$ cat src/design/kfc_pkg.sv
// ----------------------------------------------------------------------------
// kfc_pkg: shared types and constants for the keyword frequency counter
// Command codes, the stored item and result layouts, and the separator test.
// ----------------------------------------------------------------------------
package kfc_pkg;

  // Fixed field widths of the stream payload.
  localparam int CMD_W       = 2;
  localparam int SLOT_FW     = 4;
  localparam int POS_FW      = 4;
  localparam int BYTE_W      = 8;
  localparam int LEN_W       = 5;
  localparam int COUNT_OUT_W = 32;
  localparam int MSLOT_W     = 4;
  localparam int KCOUNT_W    = 5;

  // Word separators.
  localparam logic [BYTE_W-1:0] CHAR_SPACE   = 8'h20;
  localparam logic [BYTE_W-1:0] CHAR_NEWLINE = 8'h0A;

  typedef enum logic [CMD_W-1:0] {
    CMD_LOAD  = 2'd0,
    CMD_TEXT  = 2'd1,
    CMD_READ  = 2'd2,
    CMD_CLEAR = 2'd3
  } cmd_t;

  // One input transaction as held in the input register.
  typedef struct packed {
    cmd_t               command;
    logic [SLOT_FW-1:0] slot;
    logic [POS_FW-1:0]  position;
    logic [BYTE_W-1:0]  byte_value;
    logic               final_char;
  } item_t;

  // One result transaction.
  typedef struct packed {
    logic [COUNT_OUT_W-1:0] count_value;
    logic                   word_matched;
    logic [MSLOT_W-1:0]     matched_slot;
  } result_t;

  function automatic logic is_separator(input logic [BYTE_W-1:0] b);
    return (b == CHAR_SPACE) || (b == CHAR_NEWLINE);
  endfunction

endpackage

$ cat src/design/kfc_ram.sv
// ----------------------------------------------------------------------------
// kfc_ram: generic single-write, single-read RAM
// One write port and one read port; read data is registered (read-first).
// ----------------------------------------------------------------------------
module kfc_ram #(
  parameter int WIDTH = 8,
  parameter int DEPTH = 16
) (
  input  logic                                     clk,
  input  logic                                     wr_en,
  input  logic [((DEPTH > 1) ? $clog2(DEPTH) : 1)-1:0] wr_addr,
  input  logic [WIDTH-1:0]                         wr_data,
  input  logic [((DEPTH > 1) ? $clog2(DEPTH) : 1)-1:0] rd_addr,
  output logic [WIDTH-1:0]                         rd_data
);

  logic [WIDTH-1:0] mem [DEPTH];

  // Write and registered read; a read of the address being written sees old data.
  always_ff @(posedge clk) begin
    if (wr_en) begin
      mem[wr_addr] <= wr_data;
    end
    rd_data <= mem[rd_addr];
  end

endmodule

$ cat src/design/kfc_kw_store.sv
// ----------------------------------------------------------------------------
// kfc_kw_store: keyword byte and length storage
// One RAM per slot holds the keyword bytes; every slot is read at the same
// character index each cycle. Lengths sit in flip-flops.
// ----------------------------------------------------------------------------
module kfc_kw_store
  import kfc_pkg::*;
#(
  parameter int KEYWORD_SLOTS   = 16,
  parameter int MAX_KEYWORD_LEN = 16
) (
  input  logic                   clk,
  input  logic                   rst,
  input  logic                   fire,
  input  item_t                  item,
  input  logic [((MAX_KEYWORD_LEN > 1) ? $clog2(MAX_KEYWORD_LEN) : 1)-1:0] rd_addr,
  output logic [BYTE_W-1:0]      kw_byte [KEYWORD_SLOTS],
  output logic [LEN_W-1:0]       kw_len  [KEYWORD_SLOTS]
);

  localparam int ADDR_W = (MAX_KEYWORD_LEN > 1) ? $clog2(MAX_KEYWORD_LEN) : 1;

  logic                     load_ok;
  logic [ADDR_W-1:0]        wr_addr;
  logic [KEYWORD_SLOTS-1:0] wr_en;
  logic [KEYWORD_SLOTS-1:0] byp_hit;
  logic [BYTE_W-1:0]        byp_data;
  logic [BYTE_W-1:0]        ram_q [KEYWORD_SLOTS];

  // A load is taken only for a slot and position inside the table.
  assign load_ok = fire && (item.command == CMD_LOAD) &&
                   (int'(item.slot) < KEYWORD_SLOTS) &&
                   (int'(item.position) < MAX_KEYWORD_LEN);
  assign wr_addr = ADDR_W'(item.position);

  // Register the written byte so that a read of the same entry, issued with the write, sees it.
  always_ff @(posedge clk) begin
    byp_data <= item.byte_value;
  end

  for (genvar s = 0; s < KEYWORD_SLOTS; s++) begin : g_slot
    assign wr_en[s] = load_ok && (int'(item.slot) == s);

    kfc_ram #(
      .WIDTH (BYTE_W),
      .DEPTH (MAX_KEYWORD_LEN)
    ) u_ram (
      .clk     (clk),
      .wr_en   (wr_en[s]),
      .wr_addr (wr_addr),
      .wr_data (item.byte_value),
      .rd_addr (rd_addr),
      .rd_data (ram_q[s])
    );

    // Write-to-read forwarding flag.
    always_ff @(posedge clk) begin
      if (rst) begin
        byp_hit[s] <= 1'b0;
      end else begin
        byp_hit[s] <= wr_en[s] && (wr_addr == rd_addr);
      end
    end

    assign kw_byte[s] = byp_hit[s] ? byp_data : ram_q[s];

    // Keyword length, set by the load that carries the last character.
    always_ff @(posedge clk) begin
      if (rst) begin
        kw_len[s] <= '0;
      end else if (wr_en[s] && item.final_char) begin
        kw_len[s] <= LEN_W'(item.position) + LEN_W'(1);
      end
    end
  end

endmodule

$ cat src/design/kfc_matcher.sv
// ----------------------------------------------------------------------------
// kfc_matcher: word tracking, slot matching and per-slot counters
// Keeps the word position and one alive bit per slot, credits the lowest
// matching slot when a separator closes a word, and serves reads and clears.
// ----------------------------------------------------------------------------
module kfc_matcher
  import kfc_pkg::*;
#(
  parameter int KEYWORD_SLOTS   = 16,
  parameter int MAX_KEYWORD_LEN = 16,
  parameter int COUNT_WIDTH     = 32
) (
  input  logic                clk,
  input  logic                rst,
  input  logic                fire,
  input  item_t               item,
  input  logic [KCOUNT_W-1:0] keyword_count,
  input  logic [BYTE_W-1:0]   kw_byte [KEYWORD_SLOTS],
  input  logic [LEN_W-1:0]    kw_len  [KEYWORD_SLOTS],
  output logic [((MAX_KEYWORD_LEN > 1) ? $clog2(MAX_KEYWORD_LEN) : 1)-1:0] rd_addr,
  output result_t             res
);

  localparam int ADDR_W = (MAX_KEYWORD_LEN > 1) ? $clog2(MAX_KEYWORD_LEN) : 1;
  localparam int WP_W   = $clog2(MAX_KEYWORD_LEN + 2);
  localparam int CMP_W  = (WP_W > LEN_W) ? WP_W : LEN_W;
  localparam int SLOT_W = (KEYWORD_SLOTS > 1) ? $clog2(KEYWORD_SLOTS) : 1;
  localparam logic [WP_W-1:0]        WP_FULL   = WP_W'(MAX_KEYWORD_LEN);
  localparam logic [WP_W-1:0]        WP_OVER   = WP_W'(MAX_KEYWORD_LEN + 1);
  localparam logic [COUNT_WIDTH-1:0] COUNT_MAX = '1;

  logic [WP_W-1:0]          word_position, word_position_next;
  logic [KEYWORD_SLOTS-1:0] alive_mask, alive_mask_next;
  logic [COUNT_WIDTH-1:0]   counts [KEYWORD_SLOTS];
  logic [KEYWORD_SLOTS-1:0] in_use;
  logic [KEYWORD_SLOTS-1:0] cand;
  logic                     hit;
  logic [SLOT_W-1:0]        hit_idx;
  logic                     word_ok;
  logic                     credit;
  logic                     clear_all;

  // Slots in use and slots whose keyword equals the word so far.
  for (genvar s = 0; s < KEYWORD_SLOTS; s++) begin : g_cand
    assign in_use[s] = int'(keyword_count) > s;
    assign cand[s]   = in_use[s] && alive_mask[s] &&
                       (CMP_W'(kw_len[s]) == CMP_W'(word_position));
  end

  assign hit     = |cand;
  assign word_ok = (word_position != '0) && (word_position <= WP_FULL);

  // Lowest candidate slot.
  always_comb begin
    hit_idx = '0;
    for (int i = KEYWORD_SLOTS - 1; i >= 0; i--) begin
      if (cand[i]) begin
        hit_idx = SLOT_W'(i);
      end
    end
  end

  // Command decode, next word state and the result.
  always_comb begin
    word_position_next = word_position;
    alive_mask_next    = alive_mask;
    credit             = 1'b0;
    clear_all          = 1'b0;
    res                = '0;
    if (fire) begin
      unique case (item.command)
        CMD_LOAD: begin
          credit = 1'b0;
        end
        CMD_TEXT: begin
          if (is_separator(item.byte_value)) begin
            if (word_ok && hit) begin
              credit           = 1'b1;
              res.word_matched = 1'b1;
              res.matched_slot = MSLOT_W'(hit_idx);
            end
            alive_mask_next    = '1;
            word_position_next = '0;
          end else if (word_position < WP_FULL) begin
            for (int s = 0; s < KEYWORD_SLOTS; s++) begin
              if ((CMP_W'(word_position) >= CMP_W'(kw_len[s])) ||
                  (kw_byte[s] != item.byte_value)) begin
                alive_mask_next[s] = 1'b0;
              end
            end
            word_position_next = word_position + WP_W'(1);
          end else begin
            alive_mask_next    = '0;
            word_position_next = WP_OVER;
          end
        end
        CMD_READ: begin
          if (int'(item.slot) < KEYWORD_SLOTS) begin
            res.count_value = COUNT_OUT_W'(counts[SLOT_W'(item.slot)]);
          end
        end
        CMD_CLEAR: begin
          clear_all = 1'b1;
        end
      endcase
    end
  end

  // Keyword bytes are fetched ahead at the next character index.
  assign rd_addr = ADDR_W'(word_position_next);

  // Word state registers.
  always_ff @(posedge clk) begin
    if (rst) begin
      word_position <= '0;
      alive_mask    <= '1;
    end else begin
      word_position <= word_position_next;
      alive_mask    <= alive_mask_next;
    end
  end

  // Saturating per-slot counters.
  for (genvar s = 0; s < KEYWORD_SLOTS; s++) begin : g_count
    always_ff @(posedge clk) begin
      if (rst) begin
        counts[s] <= '0;
      end else if (clear_all) begin
        counts[s] <= '0;
      end else if (credit && (int'(hit_idx) == s) && (counts[s] != COUNT_MAX)) begin
        counts[s] <= counts[s] + COUNT_WIDTH'(1);
      end
    end
  end

  // An empty word has every slot still alive.
  a_alive_at_start: assert property (@(posedge clk) disable iff (rst)
    (word_position == '0) |-> (&alive_mask))
    else $error("alive mask not full at word start");

  // The word position never runs past the over-long mark.
  a_wp_bound: assert property (@(posedge clk) disable iff (rst)
    word_position <= WP_OVER)
    else $error("word position out of range");

  // A credited slot holds a nonzero count afterwards.
  a_credit_counts: assert property (@(posedge clk) disable iff (rst)
    (fire && res.word_matched) |=> (counts[$past(hit_idx)] != '0))
    else $error("credited slot count is zero");

  // Only a separator byte reports a match.
  a_match_on_sep: assert property (@(posedge clk) disable iff (rst)
    (fire && res.word_matched) |->
      ((item.command == CMD_TEXT) && is_separator(item.byte_value)))
    else $error("match reported without a separator");

endmodule

$ cat src/design/keyword_frequency_counter_unit.sv
// ----------------------------------------------------------------------------
// keyword_frequency_counter_unit: whole-word keyword counter for a byte stream
// Loads keywords into slots, splits text into words at space or newline,
// and counts exact matches per slot with saturating counters.
//
// Channel  Dir  Handshake        Payload
// cfg      in   cfg_valid/ready  cfg_data = keyword_count
// s        in   s_tvalid/tready  tdata = slot, position, byte_value;
//                                tuser = command; tlast = final_char
// m        out  m_tvalid/tready  tdata = count_value, matched_slot;
//                                tuser = word_matched
//
// One transaction is accepted per cycle while the result side is not stalled;
// its result passes through the input register, then the result register.
// The keyword byte RAMs are read ahead at the next character index, so the
// compare of each text byte does not wait on a RAM read.
// Reset clears lengths, counts and word state directly; no clearing pass.
// A stalled result holds in the result register while one more item waits
// in the input register.
// ----------------------------------------------------------------------------
module keyword_frequency_counter_unit
  import kfc_pkg::*;
#(
  parameter int KEYWORD_SLOTS   = 16,
  parameter int MAX_KEYWORD_LEN = 16,
  parameter int COUNT_WIDTH     = 32
) (
  input  logic                clk,
  input  logic                rst,
  // Configuration write channel
  input  logic                cfg_valid,
  output logic                cfg_ready,
  input  logic [KCOUNT_W-1:0] cfg_data,
  // Input stream
  input  logic                s_tvalid,
  output logic                s_tready,
  input  logic [15:0]         s_tdata,   // slot[3:0], position[7:4], byte_value[15:8]
  input  logic [CMD_W-1:0]    s_tuser,   // command[1:0]
  input  logic                s_tlast,
  // Result stream
  output logic                m_tvalid,
  input  logic                m_tready,
  output logic [39:0]         m_tdata,   // count_value[31:0], matched_slot[35:32], zero
  output logic                m_tuser    // word_matched
);

  localparam int ADDR_W = (MAX_KEYWORD_LEN > 1) ? $clog2(MAX_KEYWORD_LEN) : 1;

  logic [KCOUNT_W-1:0] kcount;
  logic                in_valid;
  item_t               in_item;
  logic                out_valid;
  result_t             out_res;
  result_t             res;
  logic                advance;
  logic                fire;
  logic [ADDR_W-1:0]   rd_addr;
  logic [BYTE_W-1:0]   kw_byte [KEYWORD_SLOTS];
  logic [LEN_W-1:0]    kw_len  [KEYWORD_SLOTS];

  // Configuration register is always writable.
  assign cfg_ready = 1'b1;

  always_ff @(posedge clk) begin
    if (rst) begin
      kcount <= '0;
    end else if (cfg_valid) begin
      kcount <= cfg_data;
    end
  end

  // Stage handshakes.
  assign advance  = !out_valid || m_tready;
  assign fire     = in_valid && advance;
  assign s_tready = !in_valid || advance;

  // Input register.
  always_ff @(posedge clk) begin
    if (rst) begin
      in_valid <= 1'b0;
    end else if (s_tready) begin
      in_valid <= s_tvalid;
    end
  end

  always_ff @(posedge clk) begin
    if (s_tvalid && s_tready) begin
      in_item.command    <= cmd_t'(s_tuser);
      in_item.slot       <= s_tdata[3:0];
      in_item.position   <= s_tdata[7:4];
      in_item.byte_value <= s_tdata[15:8];
      in_item.final_char <= s_tlast;
    end
  end

  kfc_kw_store #(
    .KEYWORD_SLOTS   (KEYWORD_SLOTS),
    .MAX_KEYWORD_LEN (MAX_KEYWORD_LEN)
  ) u_store (
    .clk     (clk),
    .rst     (rst),
    .fire    (fire),
    .item    (in_item),
    .rd_addr (rd_addr),
    .kw_byte (kw_byte),
    .kw_len  (kw_len)
  );

  kfc_matcher #(
    .KEYWORD_SLOTS   (KEYWORD_SLOTS),
    .MAX_KEYWORD_LEN (MAX_KEYWORD_LEN),
    .COUNT_WIDTH     (COUNT_WIDTH)
  ) u_matcher (
    .clk           (clk),
    .rst           (rst),
    .fire          (fire),
    .item          (in_item),
    .keyword_count (kcount),
    .kw_byte       (kw_byte),
    .kw_len        (kw_len),
    .rd_addr       (rd_addr),
    .res           (res)
  );

  // Result register.
  always_ff @(posedge clk) begin
    if (rst) begin
      out_valid <= 1'b0;
    end else if (advance) begin
      out_valid <= in_valid;
    end
  end

  always_ff @(posedge clk) begin
    if (fire) begin
      out_res <= res;
    end
  end

  assign m_tvalid = out_valid;
  assign m_tdata  = {4'b0000, out_res.matched_slot, out_res.count_value};
  assign m_tuser  = out_res.word_matched;

endmodule

$ cat config.mk
export PLATFORM = sky130hd
export DESIGN_NAME = keyword_frequency_counter_unit
export DESIGN_NICKNAME = d
export VERILOG_FILES = /design/src/design/kfc_pkg.sv /design/src/design/kfc_ram.sv /design/src/design/kfc_kw_store.sv /design/src/design/kfc_matcher.sv /design/src/design/keyword_frequency_counter_unit.sv
export SDC_FILE = /design/constraint.sdc
export NUM_CORES = 2
export LEC_CHECK = 0
export ABC_CLOCK_PERIOD_IN_PS = 6750
export BUFFER_PORTS_ARGS = -buffer_cell sky130_fd_sc_hd__buf_2
export CAP_MARGIN = 30
export CORE_ASPECT_RATIO = 0.6
export CORE_MARGIN = 1
export CORE_UTILIZATION = 42
export CTS_CLUSTER_SIZE = 20
export DETAILED_ROUTE_END_ITERATION = 7
export GPL_ROUTABILITY_DRIVEN = 0
export MAX_ROUTING_LAYER = met4
export PLACE_DENSITY = 0.56
export SLEW_MARGIN = 20
export SYNTH_ARGS = -nofsm -noshare
export SYNTH_HDL_FRONTEND = slang
export SYNTH_SLANG_ARGS = --single-unit
export TNS_END_PERCENT = 30
$ cat constraint.sdc
create_clock -name clk -period 6.75 [get_ports clk]
set_input_delay 0.675 -clock clk [delete_from_list [all_inputs] [get_ports clk]]
set_output_delay 0.675 -clock clk [all_outputs]
set_load 0.05 [all_outputs]
# Word-level counts from Yosys, hierarchy flattened
# Memories as Yosys holds them, arrays and structs flattened. A register that Yosys moved wholly into a read port is not among the register bits.
# Cells that the tools add are included.
[totals] ramBits=2560 n_memories=17 in_bits=29 elab_cells=619 out_inout_bits=44 register_bits=156
[op_classes] n_addsub=18 order_cmp=34 reduce_logical=163 n_eq_ne=100 muxes=194 bitwise_logic=32
[memory_table] name="u_matcher.counts" words=16 width=32 rd=17 rd_clocked_by_memory_dff=1 write_ports=16 line="kfc_matcher.sv:34" text="logic [COUNT_WIDTH-1:0] counts [KEYWORD_SLOTS];"
[memory_table] name="u_store.g_slot[0].u_ram.mem" words=16 width=8 rd=1 rd_clocked_by_memory_dff=1 write_ports=1 line="kfc_ram.sv:17" text="logic [WIDTH-1:0] mem [DEPTH];"
[memory_table] name="u_store.g_slot[10].u_ram.mem" words=16 width=8 rd=1 rd_clocked_by_memory_dff=1 write_ports=1 line="kfc_ram.sv:17"
[memory_table] name="u_store.g_slot[11].u_ram.mem" words=16 width=8 rd=1 rd_clocked_by_memory_dff=1 write_ports=1 line="kfc_ram.sv:17"
[memory_table] name="u_store.g_slot[12].u_ram.mem" words=16 width=8 rd=1 rd_clocked_by_memory_dff=1 write_ports=1 line="kfc_ram.sv:17"
[memory_table] name="u_store.g_slot[13].u_ram.mem" words=16 width=8 rd=1 rd_clocked_by_memory_dff=1 write_ports=1 line="kfc_ram.sv:17"
[memory_table] name="11 more memories"
[op_table] op="$mux W32" n=32
[op_table] op="$add A32 B1 Y32 const B" n=16
[op_table] op="$ne A32 B32 Y1 const B" n=16
[op_table] op="$mux W8" n=16
[op_table] op="$ne A8 B8 Y1" n=16
[op_table] op="$mux W1" n=123
[op_table] op="$logic_and A1 B1 Y1" n=117
[op_table] op="$eq A5 B5 Y1" n=16
[op_table] op="$ge A5 B5 Y1" n=16
[op_table] op="$mux W4" n=18
[op_table] op="$eq A4 B4 Y1 const B" n=16
[op_table] op="$reduce_and A3 Y1" n=17
[op_table] op="$ne A3 B2 Y1 const B" n=16
[op_table] op="$gt A5 B4 Y1 const B" n=8
[op_table] op="$eq A4 B3 Y1 const B" n=8
[op_table] op="$mux W16" n=2
[op_table] op="$or A1 B1 Y1" n=32
[op_table] op="$gt A5 B3 Y1 const B" n=4
[op_table] op="$logic_or A1 B1 Y1" n=19
[op_table] op="$eq A4 B2 Y1 const B" n=4
[op_table] op="$reduce_or A16 Y1" n=1
[op_table] op="$mux W5" n=3
[op_table] op="$gt A5 B1 Y1 const B" n=2
[op_table] op="$gt A5 B2 Y1 const B" n=2
[op_table] op="other kinds (15)" n=21

# Longest topological paths before layout
[logic_depth] ltp_word=27 mapped_depth=12 depth_no_buf=9

# By module
# From an unflattened synthesis, not the netlist that was laid out.
[hier_totals] cells_unflattened=7739 area_unflattened_um2=125439.1
[modules_own_cells] module="kfc_ram" cells_per_inst=229 seq_area_each_um2=4003.8 instances=16 area_each_um2=5147.4
[modules_own_cells] module="kfc_matcher" cells_per_inst=3386 seq_area_each_um2=15795.1 instances=1 area_each_um2=35536.6
[modules_own_cells] module="kfc_kw_store" cells_per_inst=600 seq_area_each_um2=2082.0 instances=1 area_each_um2=5540.3
[modules_own_cells] module="keyword_frequency_counter_unit" cells_per_inst=89 seq_area_each_um2=1821.7 instances=1 area_each_um2=2003.2

# Least setup slack after synthesis
# No wires, ideal clock.
[synth_timing] path_type="reg-to-reg" start="register in_item[6] in the netlist's numbering" end="memory u_matcher.counts[13][0], enable pin" n_path_buf=4 setup_ps=390 path_stages_with_launch=11 required_time_ps=6360 arrival_ps=6893 setup_slack_ps=-533 period_less_slack_ps=7283 path_cell_list="edfxtp_1 buf_4 or3b_1 a211oi_4 nand4_4 or4b_1 buf_2 or4b_1 buf_6 buf_8 nand2_1"
[synth_rtl] element="from (decl)" line="keyword_frequency_counter_unit.sv:51" text="item_t in_item;"
[synth_rtl] element="to (decl)" line="kfc_matcher.sv:34"

==> flow_summary.html <==
<table>
<tr><th>Metric</th><th>Value</th></tr>
<tr><th colspan="2">Clocking</th></tr>
<tr><td>Clock tree from TritonCTS</td><td>done</td></tr>
<tr><td>Post-cts resize count</td><td>0</td></tr>
<tr><td>Clock buffer depth</td><td>4</td></tr>
<tr><td>CTS sink count</td><td>about 2900</td></tr>
<tr><td># H-tree levels</td><td>5</td></tr>
<tr><td>Hold buffer count at CTS</td><td>9</td></tr>
<tr><td>Root buffer cell</td><td>clkbuf_16</td></tr>
<tr><td>Worst-Skew Late Latency</td><td>880 ps</td></tr>
<tr><td>Clock transition time at the flip-flop clock pins of the worst setup and hold paths</td><td>70 ps</td></tr>
<tr><td>Number of buffers inserted during clock tree synthesis</td><td>~280</td></tr>
<tr><td>Setup bufs post-CTS</td><td>0</td></tr>
<tr><th colspan="2">Pwr</th></tr>
<tr><td>Internal power component</td><td>0.0293 W</td></tr>
<tr><td>Switch share</td><td>0.223</td></tr>
<tr><td>Leakage power of the design</td><td>43.7 nW</td></tr>
<tr><td>IR Drop Worst-Case VDD</td><td>0.216 mV</td></tr>
<tr><td>Sw Pwr</td><td>around 0.0084 W</td></tr>
<tr><td>Total power divided by cell area</td><td>275 mW/mm^2</td></tr>
<tr><td>Fraction of power consumed by sequential logic</td><td>0.528</td></tr>
<tr><td>Total power after layout</td><td>0.0377 W</td></tr>
<tr><td>Share of total power in the clock network</td><td>0.422</td></tr>
<tr><td>Gate power share</td><td>0.050</td></tr>
<tr><th colspan="2">Synthesis</th></tr>
<tr><td>Share of synthesized cell area in and, or, nand and nor gates</td><td>0.0814</td></tr>
<tr><td>Cell type with the largest total area after synthesis</td><td>edfxtp_1</td></tr>
<tr><td>Post-synth cell types</td><td>68</td></tr>
<tr><td>#FFs+latches synth</td><td>2876</td></tr>
<tr><td>Adder-cell area share of the yosys netlist</td><td>0.0104</td></tr>
<tr><td>Main combinational cell family by area after synthesis</td><td>multiplexers</td></tr>
<tr><td>Post-synth EDFFs</td><td>2616</td></tr>
<tr><td>Yosys warning total</td><td>0</td></tr>
<tr><td>Synth Flop Type</td><td>edfxtp_1</td></tr>
<tr><td>Biggest area contributors in the synthesized netlist</td><td>edfxtp_1 64%, mux4_2 12%, dfxtp_1 4.3%</td></tr>
<tr><td>Instance count of the mapped netlist</td><td>7557</td></tr>
<tr><td>Proportion of synthesized chip area in sequential cells</td><td>0.685</td></tr>
<tr><td>Netlist area before placement</td><td>0.122 mm^2</td></tr>
<tr><td>Share of async-settable or async-resettable flops after synthesis</td><td>0</td></tr>
<tr><td>Synth top area share</td><td>0.642</td></tr>
<tr><td>Complex-gate fraction of the synthesized area</td><td>0.0258</td></tr>
<tr><td>Post-Synthesis Mean Instance Area</td><td>around 16 um^2</td></tr>
<tr><td>Multiplexer share of the synthesized area</td><td>0.136</td></tr>
<tr><td>XOR/XNOR share of the synthesized area</td><td>0.0438</td></tr>
<tr><th colspan="2">Timing</th></tr>
<tr><td>Maximum achievable frequency</td><td>0.185 GHz</td></tr>
<tr><td>Worst slew pin tran</td><td>1110 ps</td></tr>
<tr><td>Clock skew after layout</td><td>49.0 ps</td></tr>
<tr><td>RSZ-0062 raised after global routing</td><td>false</td></tr>
<tr><td>Pins Over Slew Limit</td><td>0</td></tr>
<tr><td>Period minus WS final</td><td>between 5000 and 6000 ps</td></tr>
<tr><td>Final period utilization</td><td>0.801</td></tr>
<tr><td>Setup-violating endpoint count in the final report</td><td>0</td></tr>
<tr><td>Max-slew headroom at the worst pin</td><td>0.255</td></tr>
<tr><td>Crit path setup slack, layout</td><td>between 1000 and 1500 ps</td></tr>
<tr><td>Hold WS</td><td>38.9 ps</td></tr>
<tr><td>Number of hold-slack violations in the final timing report</td><td>0</td></tr>
<tr><th colspan="2">Die</th></tr>
<tr><td>DIE AREA</td><td>0.293 mm^2</td></tr>
<tr><td>Die H</td><td>420 um</td></tr>
<tr><td>Initial standard-cell utilization of the core</td><td>0.422</td></tr>
<tr><td>Number of placed I/O pins</td><td>73</td></tr>
<tr><td>Core area</td><td>0.290 mm^2</td></tr>
<tr><td>Chip Width</td><td>between 600 and 700 um</td></tr>
<tr><td>Number of rows created at floorplan</td><td>153</td></tr>
<tr><th colspan="2">Detailed routing</th></tr>
<tr><td>Vias</td><td>~70000</td></tr>
<tr><td>Number of nets with antenna violations after routing</td><td>0</td></tr>
<tr><td>Average via count per standard cell</td><td>~6</td></tr>
<tr><td>Routed wirelength normalized by instance count</td><td>29.3 um</td></tr>
<tr><td>DRC violations left</td><td>0</td></tr>
<tr><td>Total length of routed wires</td><td>346000 um</td></tr>
<tr><td>Detailed-router iteration count before antenna repair</td><td>7</td></tr>
<tr><td>Iteration-0 DRC count of the detailed router</td><td>between 9000 and 10000</td></tr>
<tr><th colspan="2">Setup path</th></tr>
<tr><td>R2R Path Start</td><td>u_matcher.word_position[4]</td></tr>
<tr><td>R2R Setup Slk</td><td>1340 ps</td></tr>
<tr><td>Largest driver fanout on the critical path</td><td>38</td></tr>
<tr><td>Kind of start point of the critical path</td><td>flip-flop</td></tr>
<tr><td>Destination of the critical timing path</td><td>u_matcher.counts[13][5]</td></tr>
<tr><td>Slowest CP cell</td><td>dfxtp_2</td></tr>
<tr><td>Required time worst endpoint</td><td>7230 ps</td></tr>
<tr><td>Slowest Stage Delay on Critical Path</td><td>960 ps</td></tr>
<tr><td>Worst setup path startpoint</td><td>u_matcher.word_position[4]</td></tr>
<tr><td>Count of cells along the worst register-to-register path</td><td>8</td></tr>
<tr><td>Cell-by-cell listing of the critical path</td><td>ha_1 -&gt; nand2_1 -&gt; nor2_1 -&gt; o22ai_1 -&gt; nand3_1 -&gt; or4b_1 -&gt; or4b_4 -&gt; nand2_2</td></tr>
<tr><td>Critical path endpoint category</td><td>flip-flop</td></tr>
<tr><td>Data arrival time of the critical path</td><td>5890 ps</td></tr>
<tr><td>R2r endpoint</td><td>u_matcher.counts[13][5]</td></tr>
<tr><td>Setup CP Type</td><td>reg2reg</td></tr>
<tr><th colspan="2">Cells and area</th></tr>
<tr><td>Commonest cells after routing, fill and taps aside</td><td>2616 x edfxtp_1, 1012 x nor2_1, 672 x mux4_2, 385 x nand2_1, 337 x xor2_1</td></tr>
<tr><td>Area Overhead vs Synth</td><td>12.1%</td></tr>
<tr><td>Most common library cell in the layout ignoring fill and taps</td><td>edfxtp_1</td></tr>
<tr><td>Final-stage net count</td><td>between 7000 and 8000</td></tr>
<tr><td>Fraction of final layout cells with drive strength greater than 1</td><td>0.180</td></tr>
<tr><td>Fin util</td><td>0.474</td></tr>
<tr><th colspan="2">Worst hold path</th></tr>
<tr><td>Hold crit path type</td><td>in2reg</td></tr>
<tr><td>Min-delay src</td><td>s_tdata[8]</td></tr>
<tr><th colspan="2">GRT</th></tr>
<tr><td>Pin count of the biggest net entering global routing</td><td>147</td></tr>
<tr><td>Global-route wire length before repair</td><td>494000 um</td></tr>
<tr><td>Initial antenna violation count</td><td>28</td></tr>
<tr><td>GRT overflow</td><td>0</td></tr>
<tr><td>Number of global-route vias before repair</td><td>~65000</td></tr>
<tr><td>Combined global-route utilization of all metal layers</td><td>0.240</td></tr>
<tr><th colspan="2">Run status</th></tr>
<tr><td>Status</td><td>completed</td></tr>
<tr><th colspan="2">Flow run</th></tr>
<tr><td>Reported max-cap violation count</td><td>0</td></tr>
<tr><th colspan="2">Place</th></tr>
<tr><td>Port bufs</td><td>67</td></tr>
<tr><td>DPL Wire Length</td><td>222000 um</td></tr>
<tr><td>Placement-stage worst setup slack</td><td>1400 ps</td></tr>
</table>
## worst max-delay path, delay by kind of cell, from the launching register on
| family | cells | cell delay (ps) |
|---|---|---|
| and+or+nand+nor | 6 | 3130 |
| DFF | 1 | 960 |
| AOI/OAI and AO/OA | 1 | 450 |
| adders and majority gates | 1 | 400 |
## cell families (layout without fill, tap and decap cells)
| kind of cell | Yosys count | count (layout) |
|---|---|---|
| simple gates | 2157 | 2157 |
| xor+xnor | 612 | 612 |
| fa+ha+maj | 102 | 102 |
| mux | 824 | 824 |
| other cells | 2 | 21 |
| buf+inv | 527 | 889 |
| flops | 2876 | 2876 |
| compound gates | 457 | 457 |
## worst min path at each step
stage | depth (start not counted) | slack (ps) | end
after floorplan | 2 | 440 | u_matcher.alive_mask[0]
after global placement | 2 | 460 | u_store.kw_len[79]
after detailed placement | 2 | 470 | u_store.kw_len[56]
after CTS | 1 | 3 | in_item[1]
after global routing | 1 | 20 | in_item[1]
final | 1 | 40 | in_item[1]
## power by group through the flow
| stage | logic [W] | registers, W | clock network (W) |
|---|---|---|---|
| floorplan | 0.000999 | 0.0203 | 0 |
| global placement | 0.00183 | 0.0203 | 0 |
| detailed placement | 0.00185 | 0.0203 | 0 |
| CTS | 0.00186 | 0.0199 | 0.0161 |
| global route | 0.00198 | 0.0199 | 0.0168 |
| finish | 0.00188 | 0.0199 | 0.0159 |
## cell type report
cell class	count	area, um^2
Antenna cell	16	40.0
Fill cell	24500	152000
Sequential cell	2876	83800
Tap cell	3875	4850
Clock buffer	371	7710
Multi-Input combinational cell	4157	36700
Inverter	125	469
Timing Repair Buffer	273	2380
Clock inverter	120	1300
## cells in the mapped netlist, types with 3 or more instances
cell,n
a211o_1,3
a211oi_1,30
a21o_1,3
a21oi_1,80
a22oi_1,257
a31oi_1,8
and2_1,29
and3_1,67
and4_1,52
buf_1,54
buf_2,61
buf_4,7
clkbuf_1,275
dfxtp_1,260
edfxtp_1,2616
ha_1,102
inv_1,125
mux2i_1,152
mux4_2,672
nand2_1,401
nand2b_1,7
nand3_1,214
nand4_1,141
nor2_1,1016
nor2_4,27
nor2b_1,60
nor3_1,45
nor3b_1,5
nor4_1,62
o211ai_1,4
o21ai_0,43
o22ai_1,6
or2_2,5
or3_1,7
or4_1,4
or4b_1,5
xnor2_1,274
xor2_1,338
## flip-flops by register name, summed over array words and instances, names as in the netlist
register and count:
u_store.g_slot.u_ram.mem 2048, u_store.kw_len 80, u_matcher.word_position 5, m_tvalid 1
u_matcher.alive_mask 16, kcount 5, in_item 19, u_store.byp_data 8
m_tuser 1, u_store.g_slot.u_ram.rd_data 128, u_matcher.counts 512, m_tdata 36
in_valid 1, u_store.byp_hit 16
## through the flow
stage	cells	cell area, um^2	TNS (ps)
floorplan	7560	122000	-49530
global placement	11300	128000	0
detailed placement	11300	128000	0
CTS	11800	137000	0
global route	11800	137000	0
finish	11800	137000	0
## routing by layer
metal / track usage / up-vias / wire [um]
met5: - / - / 0
met4: 0.0428 / 0 / 6390
met3: 0.0658 / 386 / 38400
met2: 0.298 / 3046 / 135000
met1: 0.387 / 36600 / 167000
li1: - / 29500 / -
Power figures use the tool's default switching activity.
